## config.mk

```make
export PLATFORM = sky130hd
export DESIGN_NAME = wraparound_tile_scroll_tracker
export DESIGN_NICKNAME = d
export VERILOG_FILES = /design/src/rtl/core/wtst_pkg.sv /design/src/rtl/core/wtst_job_fifo.sv /design/src/rtl/core/wtst_front.sv /design/src/rtl/core/wtst_back.sv /design/src/rtl/core/wraparound_tile_scroll_tracker.sv
export SDC_FILE = /design/constraint.sdc
export NUM_CORES = 1
export LEC_CHECK = 0
export BUFFER_PORTS_ARGS = -buffer_cell sky130_fd_sc_hd__buf_2
export CORE_UTILIZATION = 40
export CTS_CLUSTER_SIZE = 10
export DETAILED_ROUTE_END_ITERATION = 10
export GPL_TIMING_DRIVEN = 1
export MAX_ROUTING_LAYER = met4
export PLACE_DENSITY = 0.62
export SLEW_MARGIN = 5
export SYNTH_ARGS = -nofsm -noshare
export SYNTH_HDL_FRONTEND = slang
export SYNTH_SLANG_ARGS = --single-unit
```

## constraint.sdc

```tcl
create_clock -name clk_i -period 6.86 [get_ports clk_i]
set_input_delay 1.715 -clock clk_i [delete_from_list [all_inputs] [get_ports clk_i]]
set_output_delay 1.715 -clock clk_i [all_outputs]
set_load 0.02 [all_outputs]
```

## src/rtl/core/wtst_pkg.sv

```systemverilog
// ----------------------------------------------------------------------------
// Wrap-around tile scroll tracker package
// Grid geometry, derived widths, command codes and the run descriptor type.
// ----------------------------------------------------------------------------
package wtst_pkg;

  localparam int TILE_SIZE    = 256;
  localparam int TILES_ACROSS = 8;
  localparam int TILES_DOWN   = 8;

  localparam int COL_W     = $clog2(TILES_ACROSS);
  localparam int ROW_W     = $clog2(TILES_DOWN);
  localparam int OUT_IDX_W = 3;
  localparam int COORD_W   = 32;
  localparam int DELTA_W   = 9;
  // residue plus one clamped delta stays below TILE_SIZE + 256 in magnitude
  localparam int RES_W     = $clog2(TILE_SIZE + 256) + 1;

  localparam logic [COL_W-1:0]   COL_LAST  = COL_W'(TILES_ACROSS - 1);
  localparam logic [ROW_W-1:0]   ROW_LAST  = ROW_W'(TILES_DOWN - 1);
  localparam logic [COORD_W-1:0] TILE_STEP = COORD_W'(TILE_SIZE);
  localparam logic [COORD_W-1:0] HALF_X    = COORD_W'((TILES_ACROSS / 2) * TILE_SIZE);
  localparam logic [COORD_W-1:0] HALF_Y    = COORD_W'((TILES_DOWN / 2) * TILE_SIZE);

  localparam logic CMD_SCROLL   = 1'b0;
  localparam logic CMD_RECENTER = 1'b1;

  localparam int JOBQ_DEPTH = 2;
  localparam int JOBQ_AW    = $clog2(JOBQ_DEPTH);

  typedef enum logic [1:0] {
    KIND_ALL,
    KIND_COL,
    KIND_ROW
  } job_kind_e;

  // One run of dirty tiles, with the state snapshot its corners come from.
  typedef struct packed {
    job_kind_e          kind;
    logic [COL_W-1:0]   line_col;
    logic [ROW_W-1:0]   line_row;
    logic [COORD_W-1:0] origin_x;
    logic [COORD_W-1:0] origin_y;
    logic [COL_W-1:0]   first_col;
    logic [ROW_W-1:0]   first_row;
    logic               last;
  } job_t;

endpackage

```

## src/rtl/core/wtst_job_fifo.sv

```systemverilog
// ----------------------------------------------------------------------------
// Run descriptor queue
// Short queue between the command front end and the tile sequencer.
// ----------------------------------------------------------------------------
module wtst_job_fifo (
  input  logic            clk_i,
  input  logic            rst_ni,
  input  logic            push_i,
  input  wtst_pkg::job_t  job_i,
  output logic            full_o,
  input  logic            pop_i,
  output wtst_pkg::job_t  job_o,
  output logic            valid_o
);

  wtst_pkg::job_t                    mem_q [wtst_pkg::JOBQ_DEPTH];
  logic [wtst_pkg::JOBQ_AW-1:0]      wr_ptr_q, wr_ptr_d;
  logic [wtst_pkg::JOBQ_AW-1:0]      rd_ptr_q, rd_ptr_d;
  logic [wtst_pkg::JOBQ_AW:0]        count_q, count_d;
  logic                              do_push, do_pop;

  assign full_o  = (count_q == (wtst_pkg::JOBQ_AW + 1)'(wtst_pkg::JOBQ_DEPTH));
  assign valid_o = (count_q != '0);
  assign job_o   = mem_q[rd_ptr_q];
  assign do_push = push_i && !full_o;
  assign do_pop  = pop_i && valid_o;

  always_comb begin
    wr_ptr_d = wr_ptr_q;
    rd_ptr_d = rd_ptr_q;
    count_d  = count_q;
    if (do_push) begin
      wr_ptr_d = (wr_ptr_q == wtst_pkg::JOBQ_AW'(wtst_pkg::JOBQ_DEPTH - 1)) ? '0
                                                                            : wr_ptr_q + 1'b1;
    end
    if (do_pop) begin
      rd_ptr_d = (rd_ptr_q == wtst_pkg::JOBQ_AW'(wtst_pkg::JOBQ_DEPTH - 1)) ? '0
                                                                            : rd_ptr_q + 1'b1;
    end
    if (do_push && !do_pop) begin
      count_d = count_q + 1'b1;
    end else if (do_pop && !do_push) begin
      count_d = count_q - 1'b1;
    end
  end

  always_ff @(posedge clk_i or negedge rst_ni) begin
    if (!rst_ni) begin
      wr_ptr_q <= '0;
      rd_ptr_q <= '0;
      count_q  <= '0;
    end else begin
      wr_ptr_q <= wr_ptr_d;
      rd_ptr_q <= rd_ptr_d;
      count_q  <= count_d;
    end
  end

  always_ff @(posedge clk_i) begin
    if (do_push) begin
      mem_q[wr_ptr_q] <= job_i;
    end
  end

endmodule

```

## src/rtl/core/wtst_front.sv

```systemverilog
// ----------------------------------------------------------------------------
// Command front end
// Accepts commands, updates origin, grid rotation and residues, and turns
// each command into up to two run descriptors for the tile sequencer.
// ----------------------------------------------------------------------------
module wtst_front (
  input  logic                                clk_i,
  input  logic                                rst_ni,
  input  logic                                push_i,
  output logic                                full_o,
  input  logic                                command_i,
  input  logic signed [wtst_pkg::DELTA_W-1:0] delta_x_i,
  input  logic signed [wtst_pkg::DELTA_W-1:0] delta_y_i,
  input  logic signed [wtst_pkg::COORD_W-1:0] center_x_i,
  input  logic signed [wtst_pkg::COORD_W-1:0] center_y_i,
  output logic                                job_push_o,
  output wtst_pkg::job_t                      job_o,
  input  logic                                job_full_i
);

  localparam int RW = wtst_pkg::RES_W;
  localparam int CW = wtst_pkg::COL_W;
  localparam int WW = wtst_pkg::ROW_W;
  localparam logic signed [RW-1:0] RES_MAX  = RW'(wtst_pkg::TILE_SIZE - 1);
  localparam logic signed [RW-1:0] RES_TILE = RW'(wtst_pkg::TILE_SIZE);

  logic [wtst_pkg::COORD_W-1:0] origin_x_q, origin_y_q;
  logic [CW-1:0]                first_col_q;
  logic [WW-1:0]                first_row_q;
  logic signed [RW-1:0]         res_x_q, res_y_q;
  logic                         pend_a_q, pend_b_q;
  wtst_pkg::job_t               job_a_q, job_b_q;

  logic signed [RW-1:0]         dx_ext, dy_ext, dx_c, dy_c, sum_x, sum_y;
  logic signed [RW-1:0]         res_x_d, res_y_d;
  logic                         cross_px, cross_nx, cross_py, cross_ny;
  logic [wtst_pkg::COORD_W-1:0] ox_d, oy_d;
  logic [CW-1:0]                fc_d, line_x;
  logic [WW-1:0]                fr_d, line_y;
  logic                         accept;

  assign full_o = pend_a_q || pend_b_q;
  assign accept = push_i && !full_o;

  // Clamp deltas so that at most one tile is crossed per axis.
  always_comb begin
    dx_ext = RW'(delta_x_i);
    dy_ext = RW'(delta_y_i);
    dx_c   = dx_ext;
    dy_c   = dy_ext;
    if (dx_ext > RES_MAX) begin
      dx_c = RES_MAX;
    end else if (dx_ext < -RES_MAX) begin
      dx_c = -RES_MAX;
    end
    if (dy_ext > RES_MAX) begin
      dy_c = RES_MAX;
    end else if (dy_ext < -RES_MAX) begin
      dy_c = -RES_MAX;
    end
    sum_x    = res_x_q + dx_c;
    sum_y    = res_y_q + dy_c;
    cross_px = (sum_x >= RES_TILE);
    cross_nx = (sum_x <= -RES_TILE);
    cross_py = (sum_y >= RES_TILE);
    cross_ny = (sum_y <= -RES_TILE);
  end

  // Rotate the grid on the crossed axes and pick the recycled line.
  always_comb begin
    ox_d    = origin_x_q;
    oy_d    = origin_y_q;
    fc_d    = first_col_q;
    fr_d    = first_row_q;
    res_x_d = sum_x;
    res_y_d = sum_y;
    line_x  = '0;
    line_y  = '0;
    if (cross_px) begin
      fc_d    = (first_col_q == wtst_pkg::COL_LAST) ? '0 : first_col_q + 1'b1;
      ox_d    = origin_x_q - wtst_pkg::TILE_STEP;
      res_x_d = sum_x - RES_TILE;
      line_x  = (fc_d == '0) ? '0
              : CW'((CW + 1)'(wtst_pkg::TILES_ACROSS) - (CW + 1)'(fc_d));
    end else if (cross_nx) begin
      fc_d    = (first_col_q == '0) ? wtst_pkg::COL_LAST : first_col_q - 1'b1;
      ox_d    = origin_x_q + wtst_pkg::TILE_STEP;
      res_x_d = sum_x + RES_TILE;
      line_x  = wtst_pkg::COL_LAST - fc_d;
    end
    if (cross_py) begin
      fr_d    = (first_row_q == wtst_pkg::ROW_LAST) ? '0 : first_row_q + 1'b1;
      oy_d    = origin_y_q - wtst_pkg::TILE_STEP;
      res_y_d = sum_y - RES_TILE;
      line_y  = (fr_d == '0) ? '0
              : WW'((WW + 1)'(wtst_pkg::TILES_DOWN) - (WW + 1)'(fr_d));
    end else if (cross_ny) begin
      fr_d    = (first_row_q == '0) ? wtst_pkg::ROW_LAST : first_row_q - 1'b1;
      oy_d    = origin_y_q + wtst_pkg::TILE_STEP;
      res_y_d = sum_y + RES_TILE;
      line_y  = wtst_pkg::ROW_LAST - fr_d;
    end
  end

  // Hand the pending runs to the queue, the column run first.
  assign job_push_o = (pend_a_q || pend_b_q) && !job_full_i;
  assign job_o      = pend_a_q ? job_a_q : job_b_q;

  always_ff @(posedge clk_i or negedge rst_ni) begin
    if (!rst_ni) begin
      origin_x_q  <= '0;
      origin_y_q  <= '0;
      first_col_q <= '0;
      first_row_q <= '0;
      res_x_q     <= '0;
      res_y_q     <= '0;
      pend_a_q    <= 1'b0;
      pend_b_q    <= 1'b0;
    end else if (accept) begin
      if (command_i == wtst_pkg::CMD_RECENTER) begin
        origin_x_q  <= center_x_i - wtst_pkg::HALF_X;
        origin_y_q  <= center_y_i - wtst_pkg::HALF_Y;
        first_col_q <= '0;
        first_row_q <= '0;
        res_x_q     <= '0;
        res_y_q     <= '0;
        pend_a_q    <= 1'b1;
        pend_b_q    <= 1'b0;
      end else begin
        origin_x_q  <= ox_d;
        origin_y_q  <= oy_d;
        first_col_q <= fc_d;
        first_row_q <= fr_d;
        res_x_q     <= res_x_d;
        res_y_q     <= res_y_d;
        pend_a_q    <= cross_px || cross_nx;
        pend_b_q    <= cross_py || cross_ny;
      end
    end else if (job_push_o) begin
      if (pend_a_q) begin
        pend_a_q <= 1'b0;
      end else begin
        pend_b_q <= 1'b0;
      end
    end
  end

  always_ff @(posedge clk_i) begin
    if (accept) begin
      if (command_i == wtst_pkg::CMD_RECENTER) begin
        job_a_q.kind      <= wtst_pkg::KIND_ALL;
        job_a_q.line_col  <= '0;
        job_a_q.line_row  <= '0;
        job_a_q.origin_x  <= center_x_i - wtst_pkg::HALF_X;
        job_a_q.origin_y  <= center_y_i - wtst_pkg::HALF_Y;
        job_a_q.first_col <= '0;
        job_a_q.first_row <= '0;
        job_a_q.last      <= 1'b1;
      end else begin
        // column corners are taken before the y update
        job_a_q.kind      <= wtst_pkg::KIND_COL;
        job_a_q.line_col  <= line_x;
        job_a_q.line_row  <= '0;
        job_a_q.origin_x  <= ox_d;
        job_a_q.origin_y  <= origin_y_q;
        job_a_q.first_col <= fc_d;
        job_a_q.first_row <= first_row_q;
        job_a_q.last      <= !(cross_py || cross_ny);
      end
      job_b_q.kind      <= wtst_pkg::KIND_ROW;
      job_b_q.line_col  <= '0;
      job_b_q.line_row  <= line_y;
      job_b_q.origin_x  <= ox_d;
      job_b_q.origin_y  <= oy_d;
      job_b_q.first_col <= fc_d;
      job_b_q.first_row <= fr_d;
      job_b_q.last      <= 1'b1;
    end
  end

endmodule

```

## src/rtl/core/wtst_back.sv

```systemverilog
// ----------------------------------------------------------------------------
// Tile sequencer
// Walks the run at the head of the queue and emits one dirty tile per cycle
// into the result register, while that register is empty or being popped.
// ----------------------------------------------------------------------------
module wtst_back (
  input  logic                                  clk_i,
  input  logic                                  rst_ni,
  input  logic                                  job_valid_i,
  input  wtst_pkg::job_t                        job_i,
  output logic                                  job_pop_o,
  output logic                                  empty_o,
  input  logic                                  pop_i,
  output logic [wtst_pkg::OUT_IDX_W-1:0]        tile_col_o,
  output logic [wtst_pkg::OUT_IDX_W-1:0]        tile_row_o,
  output logic signed [wtst_pkg::COORD_W-1:0]   tile_left_o,
  output logic signed [wtst_pkg::COORD_W-1:0]   tile_top_o,
  output logic                                  last_of_run_o
);

  localparam int CW = wtst_pkg::COL_W;
  localparam int WW = wtst_pkg::ROW_W;

  logic [CW-1:0]   col_cnt_q, col_cnt_d;
  logic [WW-1:0]   row_cnt_q, row_cnt_d;
  logic            out_valid_q;
  logic            emit, run_end;
  logic [CW-1:0]   col, cx;
  logic [WW-1:0]   row, cy;
  logic [CW:0]     sum_c;
  logic [WW:0]     sum_r;
  logic [wtst_pkg::COORD_W-1:0] left, top;

  assign empty_o   = !out_valid_q;
  assign emit      = job_valid_i && (!out_valid_q || pop_i);
  assign job_pop_o = emit && run_end;

  always_comb begin
    col = (job_i.kind == wtst_pkg::KIND_COL) ? job_i.line_col : col_cnt_q;
    row = (job_i.kind == wtst_pkg::KIND_ROW) ? job_i.line_row : row_cnt_q;
    // canvas line held by this array position, modulo the grid size
    sum_c = (CW + 1)'(col) + (CW + 1)'(job_i.first_col);
    sum_r = (WW + 1)'(row) + (WW + 1)'(job_i.first_row);
    cx = (sum_c >= (CW + 1)'(wtst_pkg::TILES_ACROSS))
       ? CW'(sum_c - (CW + 1)'(wtst_pkg::TILES_ACROSS)) : CW'(sum_c);
    cy = (sum_r >= (WW + 1)'(wtst_pkg::TILES_DOWN))
       ? WW'(sum_r - (WW + 1)'(wtst_pkg::TILES_DOWN)) : WW'(sum_r);
    left = job_i.origin_x + wtst_pkg::COORD_W'(cx) * wtst_pkg::TILE_STEP;
    top  = job_i.origin_y + wtst_pkg::COORD_W'(cy) * wtst_pkg::TILE_STEP;
  end

  always_comb begin
    col_cnt_d = col_cnt_q;
    row_cnt_d = row_cnt_q;
    run_end   = 1'b0;
    unique case (job_i.kind)
      wtst_pkg::KIND_ALL: begin
        run_end = (col_cnt_q == wtst_pkg::COL_LAST) && (row_cnt_q == wtst_pkg::ROW_LAST);
        if (row_cnt_q == wtst_pkg::ROW_LAST) begin
          row_cnt_d = '0;
          col_cnt_d = col_cnt_q + 1'b1;
        end else begin
          row_cnt_d = row_cnt_q + 1'b1;
        end
      end
      wtst_pkg::KIND_COL: begin
        run_end   = (row_cnt_q == wtst_pkg::ROW_LAST);
        row_cnt_d = row_cnt_q + 1'b1;
      end
      wtst_pkg::KIND_ROW: begin
        run_end   = (col_cnt_q == wtst_pkg::COL_LAST);
        col_cnt_d = col_cnt_q + 1'b1;
      end
      default: begin
        run_end = 1'b1;
      end
    endcase
    if (run_end) begin
      col_cnt_d = '0;
      row_cnt_d = '0;
    end
  end

  always_ff @(posedge clk_i or negedge rst_ni) begin
    if (!rst_ni) begin
      col_cnt_q   <= '0;
      row_cnt_q   <= '0;
      out_valid_q <= 1'b0;
    end else begin
      if (emit) begin
        col_cnt_q <= col_cnt_d;
        row_cnt_q <= row_cnt_d;
      end
      if (emit) begin
        out_valid_q <= 1'b1;
      end else if (pop_i) begin
        out_valid_q <= 1'b0;
      end
    end
  end

  always_ff @(posedge clk_i) begin
    if (emit) begin
      tile_col_o    <= wtst_pkg::OUT_IDX_W'(col);
      tile_row_o    <= wtst_pkg::OUT_IDX_W'(row);
      tile_left_o   <= left;
      tile_top_o    <= top;
      last_of_run_o <= run_end && job_i.last;
    end
  end

endmodule

```

## src/rtl/core/wraparound_tile_scroll_tracker.sv

```systemverilog
// ----------------------------------------------------------------------------
// Wrap-around tile scroll tracker
// Tracks a toroidal grid of tiles over a scrolling canvas and reports the
// tiles that must be redrawn after each recenter or scroll command.
// ----------------------------------------------------------------------------
// Commands enter through a queue-style port (push/full) and dirty tiles leave
// through another (empty/pop), oldest first. A recenter places the covered
// area around center_x/center_y, resets the grid rotation and residues, and
// reports every tile, column by column, rows inner. A scroll clamps each
// delta to less than one tile, adds it to the sub-tile residue, and for each
// axis on which a whole tile is crossed rotates the grid by one, moves the
// origin by one tile, and reports the recycled column (x first) and then the
// recycled row. A scroll that crosses nothing reports nothing. The final tile
// of each command has last_of_run set. The front end registers a command
// and then hands its runs (one or two), one at a time, to a two-entry run
// queue; full is high during that handoff. The tile sequencer then emits
// one tile per cycle while the result register is free or being popped, so
// a recenter reports TILES_ACROSS*TILES_DOWN tiles (64 at the default
// geometry) and a scroll up to TILES_ACROSS+TILES_DOWN tiles (16); this
// walk sets the sustained rate. A stalled pop holds the result
// register, which in turn holds the sequencer while the front end keeps
// taking commands until the run queue fills.
// ----------------------------------------------------------------------------
module wraparound_tile_scroll_tracker (
  input  logic                                clk_i,
  input  logic                                rst_ni,
  input  logic                                push,
  output logic                                full,
  input  logic                                command_i,
  input  logic signed [wtst_pkg::DELTA_W-1:0] delta_x_i,
  input  logic signed [wtst_pkg::DELTA_W-1:0] delta_y_i,
  input  logic signed [wtst_pkg::COORD_W-1:0] center_x_i,
  input  logic signed [wtst_pkg::COORD_W-1:0] center_y_i,
  output logic                                empty,
  input  logic                                pop,
  output logic [wtst_pkg::OUT_IDX_W-1:0]      tile_col_o,
  output logic [wtst_pkg::OUT_IDX_W-1:0]      tile_row_o,
  output logic signed [wtst_pkg::COORD_W-1:0] tile_left_o,
  output logic signed [wtst_pkg::COORD_W-1:0] tile_top_o,
  output logic                                last_of_run_o
);

  // run descriptors from the front end into the queue
  logic           fe_push;
  wtst_pkg::job_t fe_job;
  logic           q_full;

  // head of the queue into the sequencer
  wtst_pkg::job_t q_job;
  logic           q_valid;
  logic           be_pop;

  // Classify commands, update the tracking state, build runs.
  wtst_front u_front (
    .clk_i      (clk_i),
    .rst_ni     (rst_ni),
    .push_i     (push),
    .full_o     (full),
    .command_i  (command_i),
    .delta_x_i  (delta_x_i),
    .delta_y_i  (delta_y_i),
    .center_x_i (center_x_i),
    .center_y_i (center_y_i),
    .job_push_o (fe_push),
    .job_o      (fe_job),
    .job_full_i (q_full)
  );

  // Decouple command intake from tile emission.
  wtst_job_fifo u_jobq (
    .clk_i   (clk_i),
    .rst_ni  (rst_ni),
    .push_i  (fe_push),
    .job_i   (fe_job),
    .full_o  (q_full),
    .pop_i   (be_pop),
    .job_o   (q_job),
    .valid_o (q_valid)
  );

  // Walk each run and drive the result register.
  wtst_back u_back (
    .clk_i         (clk_i),
    .rst_ni        (rst_ni),
    .job_valid_i   (q_valid),
    .job_i         (q_job),
    .job_pop_o     (be_pop),
    .empty_o       (empty),
    .pop_i         (pop),
    .tile_col_o    (tile_col_o),
    .tile_row_o    (tile_row_o),
    .tile_left_o   (tile_left_o),
    .tile_top_o    (tile_top_o),
    .last_of_run_o (last_of_run_o)
  );

endmodule

```

==> impl_metrics.tcl, run 1 <==
set metrics [dict create \
    synth-async-reset-ratio 0.215 \
    startpoint_type "input port" \
    syn_nets 2153 \
    clock_latency_ns 0.61 \
    area_growth_syn_to_layout_pct 13.9 \
    reg2reg_setup_slack_ns 1.33 \
    cts-resized-gates 0 \
    port-buffer-count 159 \
    cts_tree "yes" \
    finalNonFillerCells 2971 \
    dieHeight_microns 247 \
    violations "design-rule violations" \
    synth_area_per_cell_sq_um 12.0 \
    dieArea_sq_mm 0.0611 \
    cts_buffer_depth 3 \
    synth_area_sq_mm 0.0240 \
    hold_path.class "register to register" \
    vias_per_cell 5.36 \
    outcome "finished, violations left" \
    leakagePower_nw 10.3 \
    clock-root-buffer "clkbuf_16" \
    fmax_mhz 162 \
    dpl.cell_count 2864 \
    synthCells 2003 \
    finalMaxSlewViolations 0 \
    cts_hold_buf 0 \
    required_ns 7.21 \
    fin_nets 2298 \
    synth-adder-area-share 0.0347 \
    drive_gt1_frac 0.190 \
    total_power_mw 13.3 \
    grt_pass1_vias 15800 \
    die_w_microns 247 \
    dpl.hpwl_microns 37200 \
    ys_warn_count 0 \
    routed_wl_microns 55800 \
    ys_ff_latch 480 \
    drtIter0Drc 1216 \
    vias 15900 \
    cts.sinks 480 \
    nFillCells 5340 \
    worstSetupPathType "input port to register" \
    synth_top_family_by_area "simple AND/OR/NAND/NOR gates" \
    rows 89 \
    max_slew_margin 0.370 \
    fin_skew_ns 0.0173 \
    arrival_ns 6.52 \
    synth_edf_count 377 \
    overflow 0 \
    layout_min_cycle_time_ns 6.17 \
    antenna_found_initial 4 \
    critPathMaxFanout 5 \
    period_share 0.899 \
    multi_input_area_sq_mm 0.00950 \
    synth_seq_area_share 0.578 \
    fin_area_sq_mm 0.0274 \
    cts_made_buffers 55 \
    start_util 0.406 \
    core_area_sq_mm 0.0592 \
    peakVddDrop_mv 0.219 \
    yosys.area_share.simple 0.124 \
    clkTransAtPathRegs_ns 0.05 \
    fin_setup_tns_ns 0 \
    synth-xor-area-share 0.0550 \
    register_area_sq_mm 0.0139 \
    pin_count 160 \
    wl_per_cell_microns 18.8 \
    place_congestion 0.892 \
    rsz0062_at_grt "no" \
    ys_types 77 \
    p_per_area_mw_per_mm2 484 \
    muxShareOfSynthArea 0.0848 \
    synth_flop_cell "edfxtp_1" \
    drc 12 \
    hold_viol_final 0 \
    maxCapViolations 0 \
    setup_viol 0 \
    grt_start_max_net_pins 110 \
    synth_compound_area_frac 0.0958 \
    worstSetupEndpointType "register" \
    worstMarginPinSlew_ns 0.933 \
    drt_pre_antenna_iters 10 \
    placed_area_sq_mm 0.0257 \
    grt_usage 0.189 \
    ant_nets 0 \
    grt_pass1_wl_microns 87400 \
    utilization 0.462 \
    cts_setup_buffers 0 \
    h-tree-depth 2 \
]
[cell usage in the layout, fill, tap and decap left out, drive strengths merged, types with 63 or more instances in the layout]
master / n
nand2: 219
mux2i: 63
clkbuf: 98
o21ai: 73
buf: 197
nor2: 115
a21oi: 71
xor2: 72
mux2: 125
dfrtp: 103
edfxtp: 377
xnor2: 79
[kinds of logic after synthesis]
logic type	count (synthesis)
flops	480
buf+inv	168
mux	188
xor+xnor	151
compound gates	334
simple gates	619
fa+ha+maj	63
[power breakdown]
group / total, mW / switching, mW / internal (mW)
combinational: 4.94 / 3.02 / 1.92
sequential: 5.56 / 0.741 / 4.82
clock: 2.75 / 1.15 / 1.60
[per-layer routing]
metal,routed length [microns],vias to the layer above,global-route usage
met1,26200,7808,0.263
met4,1080,0,0.0456
met3,3120,83,0.0301
met2,25300,351,0.287
met5,0,-,-
li1,-,7678,-
[cell type report]
class	instances	share of cell area
multi-input cells	1355	0.347
flip-flops and latches	480	0.508
diodes	4	0.000366
repair buffers	197	0.0397
clock inverters	5	0.00324
inverters	59	0.00841
clock buffers	98	0.0580
well taps	773	0.0353
[synth_stat cells, drive strengths merged (12+ instances only)]
master / instances / area [sq um]
mux2i: 63 / 631
a32oi: 12 / 105
o21ai: 73 / 365
nor2b: 37 / 231
dfrtp: 103 / 2580
and2: 16 / 100
nand2: 219 / 822
xnor2: 79 / 692
nor2: 115 / 432
a22o: 13 / 114
o21a: 24 / 180
buf: 26 / 118
a21oi: 71 / 359
edfxtp: 377 / 11300
and3: 14 / 87.6
nand2b: 12 / 75.1
or3: 26 / 168
nor4: 24 / 163
inv: 59 / 221
nor3: 55 / 275
mux2: 125 / 1410
or4: 14 / 109
xor2: 72 / 631
ha: 57 / 713
clkbuf: 83 / 312
a31oi: 22 / 138
nand3: 52 / 260
[state kept, by name, summed over array words and instances, names as in the netlist, 2 cells and up]
register	cells
u_back.tile_row_o	3
u_front.first_row_q	3
u_back.row_cnt_q	3
u_front.job_a_q	75
u_front.first_col_q	3
u_front.res_y_q	10
u_back.col_cnt_q	3
u_jobq.mem_q	158
u_back.tile_col_o	3
u_front.origin_x_q	32
u_front.res_x_q	10
u_front.job_b_q	73
u_back.tile_top_o	32
u_jobq.count_q	2
u_back.tile_left_o	32
u_front.origin_y_q	32
[stage by stage]
stage	worst slack [ns]	hold slack, ns
after CTS	0.708	0.466
after detailed placement	0.0907	0.455
after global routing	0.350	0.481
after floorplan	0.133	0.443
final	0.690	0.473
after global placement	0.188	0.445
[worst max-delay path, stage by stage]
cell	delay [ns]
buf_2	0.10
or4_1	0.51
o21ai_0	0.17
ha_1	0.26
or2_2	0.28
ha_1	0.21
fa_1	0.41
and3_1	0.20
o21ai_1	0.18
a21o_1	0.18
nand2b_1	0.06
a21oi_1	0.17
xnor2_1	0.26
ha_1	0.25
nand2_1	0.08
o41a_1	0.43
nor4_1	0.31
buf_4	0.17
a32oi_1	0.18
xnor2_1	0.20
o21a_1	0.19
[final timing paths]
path                                                   start                                 end  cells past startpoint
setup / recovery                                delta_x_i[7]       u_front.job_a_q[67]$_DFFE_PP_                     21
setup reg to reg                 u_jobq.rd_ptr_q$_DFFE_PN0P_    u_back.tile_left_o[28]$_DFFE_PP_                     17
hold / removal             u_front.origin_y_q[0]$_DFFE_PN0P_        u_front.job_b_q[7]$_DFFE_PP_                      0
hold reg to reg            u_front.origin_y_q[0]$_DFFE_PN0P_        u_front.job_b_q[7]$_DFFE_PP_                      0
max in group asynchronous                             rst_ni  u_front.origin_x_q[31]$_DFFE_PN0P_                      2
min in group asynchronous                             rst_ni   u_front.origin_x_q[3]$_DFFE_PN0P_                      1
Power figures use the tool's default switching activity.
==> run 2: changes to the inputs <==
Settings changed: CTS_BUF_LIST from default to sky130_fd_sc_hd__clkbuf_4 sky130_fd_sc_hd__clkbuf_8.
==> run 2 against run 1 <==
  * The flow still finishes with violations (design-rule violations)
  * Global-route usage up 0.23 points
  * Register-to-register slack worse by 0.03 ns
  * Non-clock buffer count unchanged
  * Flip-flop and latch count unchanged
  * Total power down 0.57%
  * Combinational power about the same
  * Worst setup slack better by 0.047 ns
==> impl_metrics.tcl, run 2 (synthesis gave the netlist of run 1 again) <==
set metrics [dict create \
    outcome "finished, violations left" \
    violations "design-rule violations" \
    largest_reg_flops 158 \
    dpl.hpwl_microns 37200 \
    die_w_microns 247 \
    wl_per_cell_microns 18.6 \
    setup_viol 0 \
    port-buffer-count 159 \
    cts.sinks 480 \
    grt_pass1_vias 16100 \
    final_common_cell "edfxtp_1" \
    rows 89 \
    grt_usage 0.191 \
    worst-path-stages 20 \
    critPathMaxFanout 8 \
    crit_path_cell_trace "buf_2 -> or4_1 -> o21ai_0 -> ha_1 -> or2_2 -> ha_1 -> fa_1 -> and3_1 -> o21ai_1 -> a21o_1 -> nand2b_1 -> a21oi_1 -> xnor2_1 -> ha_1 -> nand2_1 -> o41ai_2 -> nand2_1 -> o41ai_2 -> xor2_1 -> o21a_1" \
    worstMarginPinSlew_ns 0.950 \
    slowest_stage "o41ai_2" \
    cts_buffer_depth 3 \
    overflow 0 \
    hold-path-cell-count 0 \
    maxCapViolations 0 \
    clkTransAtPathRegs_ns 0.06 \
    worstSetupEndpointType "register" \
    arrival_ns 6.53 \
    area_growth_syn_to_layout_pct 14.1 \
    cts-resized-gates 0 \
    cts_hold_buf 0 \
    drt_pre_antenna_iters 10 \
    vias_per_cell 5.34 \
    start_util 0.406 \
    drtIter0Drc 1189 \
    max_slew_margin 0.358 \
    h-tree-depth 3 \
    dieHeight_microns 247 \
    vias 16100 \
    pin_count 160 \
    critPathTopFamily "compound AO/OA/AOI/OAI gates" \
    dieArea_sq_mm 0.0611 \
    ant_nets 0 \
    cts_tree "yes" \
    p_per_area_mw_per_mm2 480 \
    finalNonFillerCells 3021 \
    antenna_found_initial 7 \
    layout_min_cycle_time_ns 6.12 \
    whs_ns 0.474 \
    finalMaxSlewViolations 0 \
    setup_ws_ns 0.737 \
    cts_setup_buffers 0 \
    routed_wl_microns 56100 \
    leakagePower_nw 10.4 \
    preCtsSetupSlack_ns 0.0907 \
    cts_made_buffers 81 \
    hold_path.class "register to register" \
    critPathMaxStageDelay_ns 0.55 \
    hold_viol_final 0 \
    top_regs "u_jobq.mem_q (158), u_front.job_a_q (75), u_front.job_b_q (73)" \
    crit_top_cell "ha_1" \
    drc 12 \
    clock-root-buffer "clkbuf_8" \
    final_cell_mix "edfxtp_1, nand2_1, buf_2, mux2_2, nor2_1" \
    regMostFlops "u_jobq.mem_q" \
    worstSetupPathType "input port to register" \
    worst-path-buf-inv 1 \
    peakVddDrop_mv 0.217 \
    place_congestion 0.892 \
    dpl.cell_count 2864 \
    placed_area_sq_mm 0.0257 \
    period_share 0.893 \
    grt_pass1_wl_microns 87900 \
    fin_skew_ns 0.0346 \
    fmax_mhz 163 \
    startpoint_type "input port" \
    grt_start_max_net_pins 110 \
    drive_gt1_frac 0.223 \
    clock_latency_ns 0.67 \
    fin_area_sq_mm 0.0274 \
    fin_setup_tns_ns 0 \
    core_area_sq_mm 0.0592 \
    required_ns 7.27 \
    rsz0062_at_grt "no" \
    fin_nets 2324 \
    reg2reg_depth 16 \
]
run 2: cell types whose count changed in the layout (fill, tap and decap cells not counted), moves of 3 or more:
cell,delta
clkinv_1,+3
clkinv_2,+9
clkbuf_16,-56
clkbuf_4,+37
diode_2,+3
clkbuf_1,-39
clkbuf_8,+89
run 2: where the power goes:
group          internal (mW)  switching (mW)  total (mW)
clock network           1.51            1.16        2.67
registers               4.82           0.740        5.56
logic                   1.92            3.03        4.95
total                   8.25            4.93        13.2
run 2: metrics by stage:
step,util,total power [mW]
finish,0.463,13.2
floorplan,-,9.09
global placement,0.434,10.4
global route,0.463,14.1
CTS,0.463,13.3
detailed placement,0.434,10.6
run 2: metal layers:
layer / global-route usage / vias up / routed length, microns
li1: - / 7737 / -
met5: - / - / 0
met1: 0.260 / 7861 / 26300
met2: 0.287 / 457 / 25500
met4: 0.0686 / 0 / 1200
met3: 0.0315 / 77 / 3180
run 2: worst reg2reg max path: stages, from the launching register on:
cell	delay [ns]
dfrtp_4	0.96
mux2i_1	0.47
nand2_1	0.21
o21ai_0	0.35
ha_1	0.21
inv_1	0.05
fa_1	0.37
xnor2_1	0.15
xnor2_1	0.13
ha_1	0.34
a21oi_1	0.11
a21oi_1	0.33
nand2_1	0.16
nor4bb_1	0.84
nor2b_1	0.34
nand2_1	0.11
xor2_1	0.16
run 2: path summary, 6_finish.rpt:
| path | start | endpoint | slack, ns |
|---|---|---|---|
| max in group asynchronous | rst_ni | u_front.res_x_q[1]$_DFFE_PN0P_ | 4.56 |
| min in group asynchronous | rst_ni | u_front.origin_x_q[3]$_DFFE_PN0P_ | 1.15 |
| worst max register to register | u_jobq.rd_ptr_q$_DFFE_PN0P_ | u_back.tile_top_o[31]$_DFFE_PP_ | 1.30 |
| worst min-delay path | u_front.origin_y_q[7]$_DFFE_PN0P_ | u_front.job_b_q[14]$_DFFE_PP_ | 0.47 |
| worst max-delay path | delta_x_i[7] | u_front.job_a_q[68]$_DFFE_PP_ | 0.74 |
| worst min register to register | u_front.origin_y_q[7]$_DFFE_PN0P_ | u_front.job_b_q[14]$_DFFE_PP_ | 0.47 |
run 2: cell type report:
cell class	instances	area, sq um
fill	5404	31800
antenna	7	17.5
clock buffer	129	1540
sequential	480	13900
timing repair buffer	197	1090
multi-input combinational	1355	9500
clock inverter	21	169
inverter	59	230
tap	773	967
==> run 3: changes to the inputs <==
Settings changed: CORE_MARGIN from default to 1.5.
==> run 3 against run 2 <==
  * Register-to-register slack better by 0.10 ns
  * The flow still finishes with violations (design-rule violations)
  * Clock-buffer cell count is 9 lower
  * Sequential power hardly changed
  * Worst hold slack worse by 0.0060 ns
  * Via count is 0.24% higher
  * Clock power is 4% higher
  * Worst setup slack worse by 0.028 ns
  * Utilization is 0.15 points higher
  * Wire length is 1.2% lower
  * Sequential share of layout area is 0.16 points lower
  * Final cell count hardly changed
==> impl_metrics.tcl, run 3 (synthesis gave the netlist of run 1 again) <==
set metrics [dict create \
    outcome "finished, violations left" \
    violations "design-rule violations" \
    cts_hold_buf 0 \
    cts_tree "yes" \
    dieArea_sq_mm 0.0616 \
    p_per_area_mw_per_mm2 482 \
    finalNonFillerCells 3023 \
    ant_nets 0 \
    final_common_cell "edfxtp_1" \
    overflow 0 \
    required_ns 7.26 \
    start_util 0.406 \
    dieHeight_microns 248 \
    grt_pass1_vias 15700 \
    port-buffer-count 159 \
    hold_viol_final 0 \
    largest_reg_flops 158 \
    finalMaxSlewViolations 0 \
    worstSetupPathType "input port to register" \
    drive_gt1_frac 0.222 \
    crit_top_cell "ha_1" \
    startpoint_type "input port" \
    cts.sinks 480 \
    cts_setup_buffers 0 \
    leakagePower_nw 10.4 \
    top_regs "u_jobq.mem_q (158), u_front.job_a_q (75), u_front.job_b_q (73)" \
    fmax_mhz 163 \
    area_growth_syn_to_layout_pct 14.4 \
    dpl.cell_count 2866 \
    vias 16200 \
    rsz0062_at_grt "no" \
    critPathMaxFanout 9 \
    slowest_stage "o41ai_2" \
    p_clk_frac 0.209 \
    clkTransAtPathRegs_ns 0.06 \
    clock-root-buffer "clkbuf_8" \
    routed_wl_microns 55400 \
    p_sw_frac 0.372 \
    cts_buffer_depth 3 \
    maxCapViolations 0 \
    setup_viol 0 \
    dpl.hpwl_microns 36900 \
    pwr-share-seq 0.420 \
    place_congestion 0.902 \
    peakVddDrop_mv 0.238 \
    hold_path.class "register to register" \
    max_slew_margin 0.390 \
    worstSetupEndpointType "register" \
    crit_path_cell_trace "buf_2 -> or4_1 -> o21ai_0 -> ha_1 -> or2_2 -> ha_1 -> fa_1 -> and3_1 -> o21ai_1 -> a21o_1 -> nand2b_1 -> a21oi_1 -> xnor2_1 -> ha_1 -> nand2_1 -> o41ai_2 -> nand2_1 -> o41ai_2 -> xor2_1 -> o21a_1" \
    critPathMaxStageDelay_ns 0.58 \
    combPwrFrac 0.371 \
    worstMarginPinSlew_ns 0.915 \
    cts-resized-gates 0 \
    drtIter0Drc 1314 \
    p_switching_mw 4.94 \
    fin_skew_ns 0.0408 \
    cts_made_buffers 80 \
    fin_area_sq_mm 0.0275 \
    reg2reg_depth 17 \
    fin_nets 2325 \
    regMostFlops "u_jobq.mem_q" \
    min_to "u_front.job_b_q[39]$_DFFE_PP_" \
    total_power_mw 13.3 \
    arrival_ns 6.55 \
    wl_per_cell_microns 18.3 \
    regToRegStartpoint "u_jobq.rd_ptr_q$_DFFE_PN0P_" \
    period_share 0.897 \
    drt_pre_antenna_iters 8 \
    grt_usage 0.184 \
    grt_start_max_net_pins 98 \
    p_int_mw 8.32 \
    min-delay-start "u_front.origin_x_q[0]$_DFFE_PN0P_" \
    rows 89 \
    clock_latency_ns 0.68 \
    pin_count 160 \
    grt_pass1_wl_microns 85800 \
    h-tree-depth 3 \
    placed_area_sq_mm 0.0257 \
    hold-path-cell-count 0 \
    fin_setup_tns_ns 0 \
    antenna_found_initial 8 \
    layout_min_cycle_time_ns 6.15 \
    vias_per_cell 5.35 \
    core_area_sq_mm 0.0592 \
    die_w_microns 248 \
    reg2reg_setup_slack_ns 1.40 \
    r2r-end "u_back.tile_left_o[28]$_DFFE_PP_" \
    drc 9 \
    final_cell_mix "edfxtp_1, nand2_1, buf_2, mux2_2, nor2_1" \
]
run 3: cell count changes in the layout (fill, tap and decap cells not counted), sizes merged:
cell,before,now
diode,7,8
clkinv,16,19
clkbuf,129,120
inv,60,61
buf,197,199
bufinv,2,6
run 3: stage by stage:
| step | worst slack (ns) | util | hold WS (ns) |
|---|---|---|---|
| after global placement | 0.184 | 0.434 | 0.449 |
| after detailed placement | 0.0531 | 0.434 | 0.458 |
| after global routing | 0.370 | 0.464 | 0.483 |
| final | 0.709 | 0.464 | 0.467 |
| after floorplan | 0.133 | - | 0.443 |
| after CTS | 0.739 | 0.464 | 0.470 |
run 3: metal layers:
metal / routed length [microns] / part of all wire / GRT usage
met5: 0 / 0 / -
met3: 3160 / 0.057 / 0.0305
met4: 1180 / 0.021 / 0.0620
met2: 25100 / 0.45 / 0.277
met1: 26000 / 0.47 / 0.254
run 3: how the worst max path moves through the flow:
stage	from	end	cells past startpoint
floorplan	u_front.pend_a_q$_DFFE_PN0P_	u_jobq.mem_q[0][0]$_DFFE_PP_	3
global placement	delta_x_i[7]	u_front.job_a_q[68]$_DFFE_PP_	20
detailed placement	delta_x_i[7]	u_front.job_a_q[68]$_DFFE_PP_	20
CTS	delta_x_i[7]	u_front.job_a_q[68]$_DFFE_PP_	20
global route	delta_x_i[4]	u_front.job_a_q[63]$_DFFE_PP_	20
finish	delta_x_i[7]	u_front.job_a_q[68]$_DFFE_PP_	20
run 3: power by group through the flow:
stage / Sequential (mW) / Clock [mW] / Combinational, mW
after floorplan: 5.55 / 0 / 3.54
after global placement: 5.57 / 0 / 4.79
after detailed placement: 5.63 / 0 / 4.92
after CTS: 5.58 / 2.85 / 4.95
after global routing: 5.71 / 2.98 / 5.46
final: 5.58 / 2.77 / 4.92
run 3: worst max-delay path: cells and delay by family:
kind	cells	cell delay (ns)
buffers and inverters	1	0.10
and+or+nand+nor	6	1.47
adders and majority gates	4	1.13
AOI/OAI and AO/OA	7	1.73
xor gates and xnor gates	2	0.41
run 3: final cells by class:
type,count,area [sq um]
Clock inverter,29,330
Timing Repair Buffer,199,1100
Clock buffer,120,1450
Inverter,59,230
Antenna cell,8,20.0
Fill cell,5376,31700
Sequential cell,480,13900
Multi-Input combinational cell,1355,9500
Tap cell,773,967
